`config.mk`:
```
export PLATFORM = sky130hd
export DESIGN_NAME = yuyv_to_bgr24_convert
export DESIGN_NICKNAME = d
export VERILOG_FILES = /design/src/hdl/y2bgr_pkg.sv /design/src/hdl/yuyv_to_bgr24_convert.sv
export SDC_FILE = /design/constraint.sdc
export NUM_CORES = 1
export LEC_CHECK = 0
export ABC_AREA = 1
export BUFFER_PORTS_ARGS = -buffer_cell sky130_fd_sc_hd__buf_2
export CAP_MARGIN = 20
export CORE_AREA = 2 2 303 305
export DETAILED_ROUTE_END_ITERATION = 6
export DIE_AREA = 0 0 305 307
export PLACE_DENSITY_LB_ADDON = 0.05
export SLEW_MARGIN = 20
export SYNTH_ARGS = -nofsm -noshare
export SYNTH_HDL_FRONTEND = slang
export SYNTH_SLANG_ARGS = --single-unit
```
`constraint.sdc`:
```
create_clock -name clk -period 9.6 [get_ports clk]
set_input_delay 0.96 -clock clk [delete_from_list [all_inputs] [get_ports clk]]
set_output_delay 0.96 -clock clk [all_outputs]
set_load 0.005 [all_outputs]
```
`src/hdl/y2bgr_pkg.sv`:
```
`default_nettype none

package y2bgr_pkg;

    localparam int unsigned CHAN_W = 8;
    localparam int unsigned FRAC_BITS = 16;
    // Wide enough for every signed Q16 sum (about +/-28e6).
    localparam int unsigned SUM_W = 28;

    localparam int unsigned IN_DATA_W = 4 * CHAN_W;
    localparam int unsigned OUT_DATA_W = 6 * CHAN_W;

    localparam logic signed [SUM_W-1:0] GAIN_LUMA = SUM_W'(76309);
    localparam logic signed [SUM_W-1:0] GAIN_CHROMA = SUM_W'(74607);
    localparam logic signed [SUM_W-1:0] GAIN_G_FROM_V = SUM_W'(37974);
    localparam logic signed [SUM_W-1:0] GAIN_G_FROM_U = SUM_W'(14324);

    localparam logic signed [CHAN_W:0] LUMA_OFFSET = (CHAN_W + 1)'(16);
    localparam logic signed [CHAN_W:0] CHROMA_OFFSET = (CHAN_W + 1)'(128);

    localparam logic [CHAN_W-1:0] CHAN_MAX = '1;

    typedef struct packed {
        logic [CHAN_W-1:0] red;
        logic [CHAN_W-1:0] green;
        logic [CHAN_W-1:0] blue;
    } pixel_t;

    // Drop the fraction of a positive sum and saturate at CHAN_MAX; negative and zero give black.
    function automatic logic [CHAN_W-1:0] clamp_channel(
        input logic signed [SUM_W-1:0] sum
    );
        logic [SUM_W-FRAC_BITS-1:0] whole;
        whole = sum[SUM_W-1:FRAC_BITS];
        if (sum <= 0)
            return '0;
        else if (whole > (SUM_W - FRAC_BITS)'(CHAN_MAX))
            return CHAN_MAX;
        else
            return whole[CHAN_W-1:0];
    endfunction

    function automatic logic signed [CHAN_W:0] remove_offset(
        input logic [CHAN_W-1:0] value,
        input logic signed [CHAN_W:0] offset
    );
        return signed'({1'b0, value}) - offset;
    endfunction

    function automatic pixel_t convert_pixel(
        input logic signed [CHAN_W:0] yd,
        input logic signed [CHAN_W:0] ud,
        input logic signed [CHAN_W:0] vd
    );
        logic signed [SUM_W-1:0] ys;
        logic signed [SUM_W-1:0] ue;
        logic signed [SUM_W-1:0] ve;
        pixel_t px;
        ue = SUM_W'(ud);
        ve = SUM_W'(vd);
        ys = SUM_W'(yd) * GAIN_LUMA;
        px.red = clamp_channel(ys + GAIN_CHROMA * ve);
        px.green = clamp_channel(ys - GAIN_G_FROM_V * ve - GAIN_G_FROM_U * ue);
        px.blue = clamp_channel(ys + GAIN_CHROMA * ue);
        return px;
    endfunction

endpackage

`default_nettype wire

```
`src/hdl/yuyv_to_bgr24_convert.sv`:
```
// YUYV 4:2:2 to BGR24 converter.
// Input channel (s_axis): one YUYV word per item. tdata carries Y0, Y1, U, V
// from the lowest byte up; tlast marks the last word of a frame.
// Output channel (m_axis): one item per input item, holding two BGR24
// pixels that share the word's chroma. tdata carries B0, G0, R0, B1, G1, R1
// from the lowest byte up; tlast is the input tlast, passed through.
// Each channel is a Q16 sum of offset-removed Y/U/V times fixed gains,
// truncated toward zero and clamped to 0..255.
// An accepted item passes through the input register, then the result
// register, before it is presented on m_axis.
// Throughput: one item per clock while the receiver holds m_axis_tready high,
// set by the single-pass datapath between the two registers.
// Reset clears both valid flags; no item is in flight afterwards.
// When the receiver stalls, the result register holds and the input
// register still takes one more item; s_axis_tready drops only when both
// are full.
`default_nettype none

module yuyv_to_bgr24_convert
    import y2bgr_pkg::*;
(
    input  wire logic                  clk,
    input  wire logic                  rst_n,

    input  wire logic                  s_axis_tvalid,
    output      logic                  s_axis_tready,
    // luma_first, luma_second, chroma_blue, chroma_red
    input  wire logic [IN_DATA_W-1:0]  s_axis_tdata,
    input  wire logic                  s_axis_tlast,

    output      logic                  m_axis_tvalid,
    input  wire logic                  m_axis_tready,
    // blue_first, green_first, red_first, blue_second, green_second, red_second
    output      logic [OUT_DATA_W-1:0] m_axis_tdata,
    output      logic                  m_axis_tlast
);

    logic                  in_valid_reg;
    logic                  in_valid_next;
    logic [IN_DATA_W-1:0]  in_data_reg;
    logic                  in_last_reg;

    logic                  out_valid_reg;
    logic                  out_valid_next;
    logic [OUT_DATA_W-1:0] out_data_reg;
    logic [OUT_DATA_W-1:0] out_data_next;
    logic                  out_last_reg;

    logic                  out_load;
    logic                  in_load;

    logic signed [CHAN_W:0] y0_d;
    logic signed [CHAN_W:0] y1_d;
    logic signed [CHAN_W:0] u_d;
    logic signed [CHAN_W:0] v_d;
    pixel_t                 px_first;
    pixel_t                 px_second;

    // Advance the input register into the result register when the result
    // slot is free or being emptied this cycle.
    assign out_load = in_valid_reg && (!out_valid_reg || m_axis_tready);
    assign s_axis_tready = !in_valid_reg || out_load;
    assign in_load = s_axis_tvalid && s_axis_tready;

    always_comb
    begin
        in_valid_next = in_valid_reg;
        if (in_load)
            in_valid_next = 1'b1;
        else if (out_load)
            in_valid_next = 1'b0;

        out_valid_next = out_valid_reg;
        if (out_load)
            out_valid_next = 1'b1;
        else if (m_axis_tready)
            out_valid_next = 1'b0;
    end

    always_comb
    begin
        y0_d = remove_offset(in_data_reg[0*CHAN_W +: CHAN_W], LUMA_OFFSET);
        y1_d = remove_offset(in_data_reg[1*CHAN_W +: CHAN_W], LUMA_OFFSET);
        u_d = remove_offset(in_data_reg[2*CHAN_W +: CHAN_W], CHROMA_OFFSET);
        v_d = remove_offset(in_data_reg[3*CHAN_W +: CHAN_W], CHROMA_OFFSET);
        px_first = convert_pixel(y0_d, u_d, v_d);
        px_second = convert_pixel(y1_d, u_d, v_d);
        out_data_next = {px_second.red, px_second.green, px_second.blue,
                         px_first.red, px_first.green, px_first.blue};
    end

    always_ff @(posedge clk or negedge rst_n)
    begin
        if (!rst_n)
        begin
            in_valid_reg <= 1'b0;
            out_valid_reg <= 1'b0;
        end
        else
        begin
            in_valid_reg <= in_valid_next;
            out_valid_reg <= out_valid_next;
        end
    end

    always_ff @(posedge clk)
    begin
        if (in_load)
        begin
            in_data_reg <= s_axis_tdata;
            in_last_reg <= s_axis_tlast;
        end
        if (out_load)
        begin
            out_data_reg <= out_data_next;
            out_last_reg <= in_last_reg;
        end
    end

    assign m_axis_tvalid = out_valid_reg;
    assign m_axis_tdata = out_data_reg;
    assign m_axis_tlast = out_last_reg;

endmodule

`default_nettype wire

```
**Word level (Yosys, flattened, before mapping)**

Index checks and enable logic that the tools add are counted.

- Flip-flop bits (word level): 84
- Input port bits: 37
- Logic and storage cells: 59

- $add $sub $neg: 12
- Multiply operators: 6
- Order comparisons: 12
- Mux-type cells: 10
- Reductions and logical operators: 8

Operators with widths:

| operator | count |
|---|---|
| <= comparator 28 x 1 -> 1 bit, second input constant | 6 |
| adder 27 x 27 -> 28 bit | 4 |
| greater-than comparator 12 x 8 -> 1 bit, second input constant | 6 |
| subtractor 27 x 26 -> 28 bit | 2 |
| subtractor 28 x 24 -> 28 bit | 2 |
| multiplier 18 x 9 -> 27 bit, first input constant | 2 |
| multiplier 9 x 18 -> 27 bit, second input constant | 2 |
| two-way mux 8 bit | 6 |
| multiplier 16 x 9 -> 25 bit, first input constant | 1 |
| multiplier 13 x 9 -> 22 bit, first input constant | 1 |
| subtractor 8 x 5 -> 9 bit, second input constant | 2 |
| subtractor 8 x 8 -> 9 bit, second input constant | 2 |
| two-way mux 1 bit | 4 |
| nonzero test 2 bit | 2 |
| logical AND 1 bit | 2 |
| logical NOT 1 bit | 2 |
| logical OR 1 bit | 2 |

**Depth between registers and ports, before layout**

- Depth after elaboration: 6
- Depth in mapped cells: 42
- Mapped depth without buffers: 42

**Worst setup path before layout**

OpenSTA, ideal clock, no wires.

- Kind: flip-flop to flip-flop
- Start point: register in_data_reg[16]
- End point: register out_data_reg[32] (netlist: m_axis_tdata[32]) (data pin)
- Library setup time: 255 ps
- Data arrival time: 7129 ps
- Path slack: 2216 ps
- Cell stages (with the launch flop): 34
- Period minus slack after synthesis: 7384 ps
- Cells stage by stage: edfxtp_1 > fa_1 > inv_1 > fa_1 > inv_1 > fa_1 > fa_1 > inv_1 > fa_1 > inv_1 > ha_1 > a21oi_1 > nand2_1 > a21oi_1 > o21ai_1 > nand4_1 > nand3_1 > xor2_1 > inv_1 > fa_1 > inv_1 > ha_1 > nand2_1 > nor3_1 > nand2_1 > nand3b_1 > nand2_1 > nand2_1 > nand2_1 > nand2_1 > nor2_1 > nand3_1 > nand2_2 > nor2_1

- Cells in the longest elaborated chain, start to end: 5
- Elaborated cells on any way between the ends: 6

RTL lines:

| what | line | text |
|---|---|---|
| from (decl) | yuyv_to_bgr24_convert.sv:40 | `logic [IN_DATA_W-1:0] in_data_reg;` |
| from (signal assigned) | yuyv_to_bgr24_convert.sv:110 | `in_data_reg <= s_axis_tdata;` |
| subtractor 8 x 8 -> 9 bit * | y2bgr_pkg.sv:47 | `return signed'({1'b0, value}) - offset;` |
| multiplier 13 x 9 -> 22 bit * | y2bgr_pkg.sv:63 | `px.green = clamp_channel(ys - GAIN_G_FROM_V * ve - GAIN_G_FROM_U * ue);` |
| subtractor 28 x 24 -> 28 bit * | y2bgr_pkg.sv:63 |  |
| parallel branches: the longest is 2 deep, another holds <= comparator 28 x 1 -> 1 bit | -- |  |
| to (signal assigned) | yuyv_to_bgr24_convert.sv:115 | `out_data_reg <= out_data_next;` |
| to (decl) | yuyv_to_bgr24_convert.sv:45 | `logic [OUT_DATA_W-1:0] out_data_reg;` |

Mark *: on every way between the ends.
A chain may end at the register's enable or synchronous reset.

**Final worst setup path**

- Start point: register in_data_reg[12]
- End point: register out_data_reg[35] (netlist: m_axis_tdata[35]) (data pin)

- Cells in the longest elaborated chain, start to end: 6
- Elaborated cells on any way between the ends: 7

RTL lines:

| what | line | text |
|---|---|---|
| subtractor 8 x 5 -> 9 bit * | y2bgr_pkg.sv:47 |  |
| multiplier 9 x 18 -> 27 bit * | y2bgr_pkg.sv:61 | `ys = SUM_W'(yd) * GAIN_LUMA;` |
| subtractor 27 x 26 -> 28 bit * | y2bgr_pkg.sv:63 |  |
| subtractor 28 x 24 -> 28 bit * | y2bgr_pkg.sv:63 |  |
| parallel branches: the longest is 2 deep, another holds <= comparator 28 x 1 -> 1 bit | -- |  |

Marks and branches as above.

==> reports/metrics.yaml <==
outcome:
  outcome: "finished, final reports clean"
floorplan:
  die_y_um: 307
  initial_core_util_pct: 34.6
  dieArea_um2: 93600
  fp.coreArea_um2: 90700
  num_rows: 111
  ios: 88
  die_w_um: 305
detailed_routing:
  wl_um: 114000
  wl_per_cell_um: 18.7
  drtPass1Iterations: 6
  drtAntennaViolNets: 0
  vias_per_cell: 4.74
  num_vias: 29117
  first_iter_violations: 1928
  drc: 0
sta:
  final.setup.tns_ns: 0
  final_max_slew_viol_count: 0
  fmax_ghz: 0.117
  maxSlewHeadroom_pct: 29.7
  fin_crit_sh_pct: 89.4
  worstMarginPinSlew_ns: 1.05
  hold_violations: 0
  skew_ns: 0.0269
  period_minus_slack_ns: 8.58
  rsz0062_at_grt: "false"
  setup_viol: 0
global_route:
  grt_max_degree: 50
  track_usage_pct: 24.7
  grt_overflow: 0
  grt_pass1_vias: 28535
  antenna_found_initial: 2
  grt_pass1_wl_um: 174000
setup_path:
  required_ns: 9.78
  cp_top_family: "adder cells"
  end_kind: "flip-flop"
  cp_max_fo: 8
  cp_slowest_cell: "xor2_1"
  worst-setup-path-type: "flip-flop to flip-flop"
  critPathMaxStageDelay_ns: 0.86
  cp-start-kind: "flip-flop"
  critPathArrivalTime_ns: 8.76
  path_buf_inv: 5
  crit_top_cell: "nand2_1"
cells_and_area:
  antenna_cells: 0
  fin_nets: 5799
  largest_reg_flops: 48
  area_growth_pct: 7.81
  final_layout_size_suffix_gt1_share_pct: 4.73
place:
  dpl.hpwl_um: 103000
  io_buffers: 87
  place_congestion: 0.926
yosys:
  synth.avg_cell_area_um2: 6.49
  yosys.area.top_type: "ha_1"
  syn_inst: 4826
  synthFlopType: "edfxtp_1"
  synth-async-reset-ratio_pct: 2.38
  synth_edf_count: 82
  yosysTopAreaCellShare_pct: 24.1
  yosysWarnings: 0
  ys_seq_area_share_pct: 8.02
  syn-cell-area_um2: 31300
  synth_seq_cells: 84
  syn_nets: 5679
  yosysUniqueCellTypes: 48
  synthTopCellsByArea: "ha_1 (24%), nand2_1 (17%), inv_1 (14%)"
min_path:
  hp-class: "primary input to asynchronous set/reset pin"
cts:
  cts_hold_buffers: 0
  cts_sinks: 84
  cts.path.max_buffers: 2
  htreeDepth: 3
  clk_pin_slew_worst_paths_ns: 0.10
  cts_tree: "done"
  clk_latency_ns: 0.44
  postCtsResizedCells: 0
  cts_made_buffers: 9
  cts_setup_buffers: 0
  clockRootBuffer: "clkbuf_16"
flow_run:
  cap_violations: 0
## cell usage in the layout (no fill, tap or decap), types with 3 or more instances in the layout
cell type,n
o21a_1,9
xor2_1,101
nand2_1,1441
or2_2,6
a31oi_1,8
nand3_1,220
inv_1,1154
nor2_4,4
buf_4,25
o31ai_1,6
o21bai_1,17
fa_1,212
buf_2,87
o211ai_1,6
nor2_2,36
a21boi_0,3
nand3b_1,18
o21ai_2,4
nor2_1,366
nand4_1,72
xnor2_1,44
inv_2,14
o21ai_1,8
a21oi_1,225
ha_1,604
a21oi_2,4
o21ai_0,52
nand3_2,7
nand2_4,5
nand2_2,19
edfxtp_1,82
inv_6,3
a21o_1,9
a211oi_1,3
nor3_1,28
clkbuf_16,9
nor4_1,5
and2_1,13
## worst reg2reg max path: cells and delay by family (launching register included)
| kind | cells | cell delay [ns] |
|---|---|---|
| flip-flops | 1 | 0.43 |
| adder cells (fa/ha/maj) | 9 | 3.74 |
| AO/OA/AOI/OAI | 1 | 0.36 |
| buffers and inverters | 5 | 0.63 |
| XOR/XNOR | 1 | 0.86 |
| AND/OR/NAND/NOR | 18 | 2.30 |
## kinds of logic (layout without fill, tap and decap cells)
kind of cell / after synthesis / after routing / synth area share, %
AO/OA/AOI/OAI: 362 / 362 / 6.40
XOR/XNOR: 147 / 147 / 4.11
adder cells (fa/ha/maj): 816 / 816 / 37.7
buffers and inverters: 1171 / 1296 / 14.0
flip-flops: 84 / 84 / 8.02
AND/OR/NAND/NOR: 2246 / 2246 / 29.8
## Yosys cell counts, types with 13 or more instances
cell type,instances
a21oi_1,226
and2_1,13
edfxtp_1,82
fa_1,212
ha_1,604
inv_1,1155
inv_2,13
nand2_1,1441
nand2_2,19
nand3_1,220
nand3b_1,18
nand4_1,72
nor2_1,366
nor2_2,36
nor3_1,28
o21ai_0,52
o21bai_1,17
xnor2_1,46
xor2_1,101
## final cells by class
cell class                      count  area (µm²)
Fill cell                       10180       56900
Sequential cell                    84        2510
Clock inverter                      7         104
Multi-Input combinational cell   3571       24500
Tap cell                         1186        1480
Timing Repair Buffer              112         623
Inverter                         1168        4380
Clock buffer                        9         225
## metal layers
layer | global-route usage (%) | up-vias | routed length, µm
met5 | 0 | - | 13
met4 | 5.69 | 2 | 2570
met3 | 2.25 | 85 | 4320
met2 | 39.9 | 538 | 50300
met1 | 35.4 | 13310 | 57300
li1 | - | 15182 | -
## through the flow
| stage | instances | utilization (%) | hold slack, ns | cell area [µm²] | setup WS (ns) |
|---|---|---|---|---|---|
| detailed placement | 6121 | 36.9 | 0.407 | 33500 | 0.983 |
| global placement | 6121 | 36.9 | 0.401 | 33400 | 0.987 |
| global route | 6137 | 37.3 | 0.272 | 33800 | 0.284 |
| CTS | 6137 | 37.3 | 0.252 | 33800 | 0.943 |
| floorplan | 4826 | - | 0.400 | 31300 | 2.22 |
| finish | 6137 | 37.3 | 0.285 | 33800 | 1.02 |
## final timing paths
kind / startpoint / to / slack, ns / cells after the start
setup / recovery: in_data_reg[12]$_DFFE_PP_ / m_axis_tdata[35]$_SDFFCE_PP0P_ / 1.02 / 34
hold / removal: rst_n / m_axis_tvalid$_DFFE_PN0P_ / 0.29 / 1
setup reg to reg: in_data_reg[12]$_DFFE_PP_ / m_axis_tdata[35]$_SDFFCE_PP0P_ / 1.02 / 34
hold reg to reg: in_last_reg$_DFFE_PP_ / m_axis_tlast$_DFFE_PP_ / 0.43 / 0
max in group asynchronous: rst_n / in_valid_reg$_DFFE_PN0P_ / 9.22 / 1
min in group clk: in_last_reg$_DFFE_PP_ / m_axis_tlast$_DFFE_PP_ / 0.43 / 0
Power is left out: the tool's default activity adds up to more than one toggle a clock period on the data nets, which glitch-free logic cannot reach.
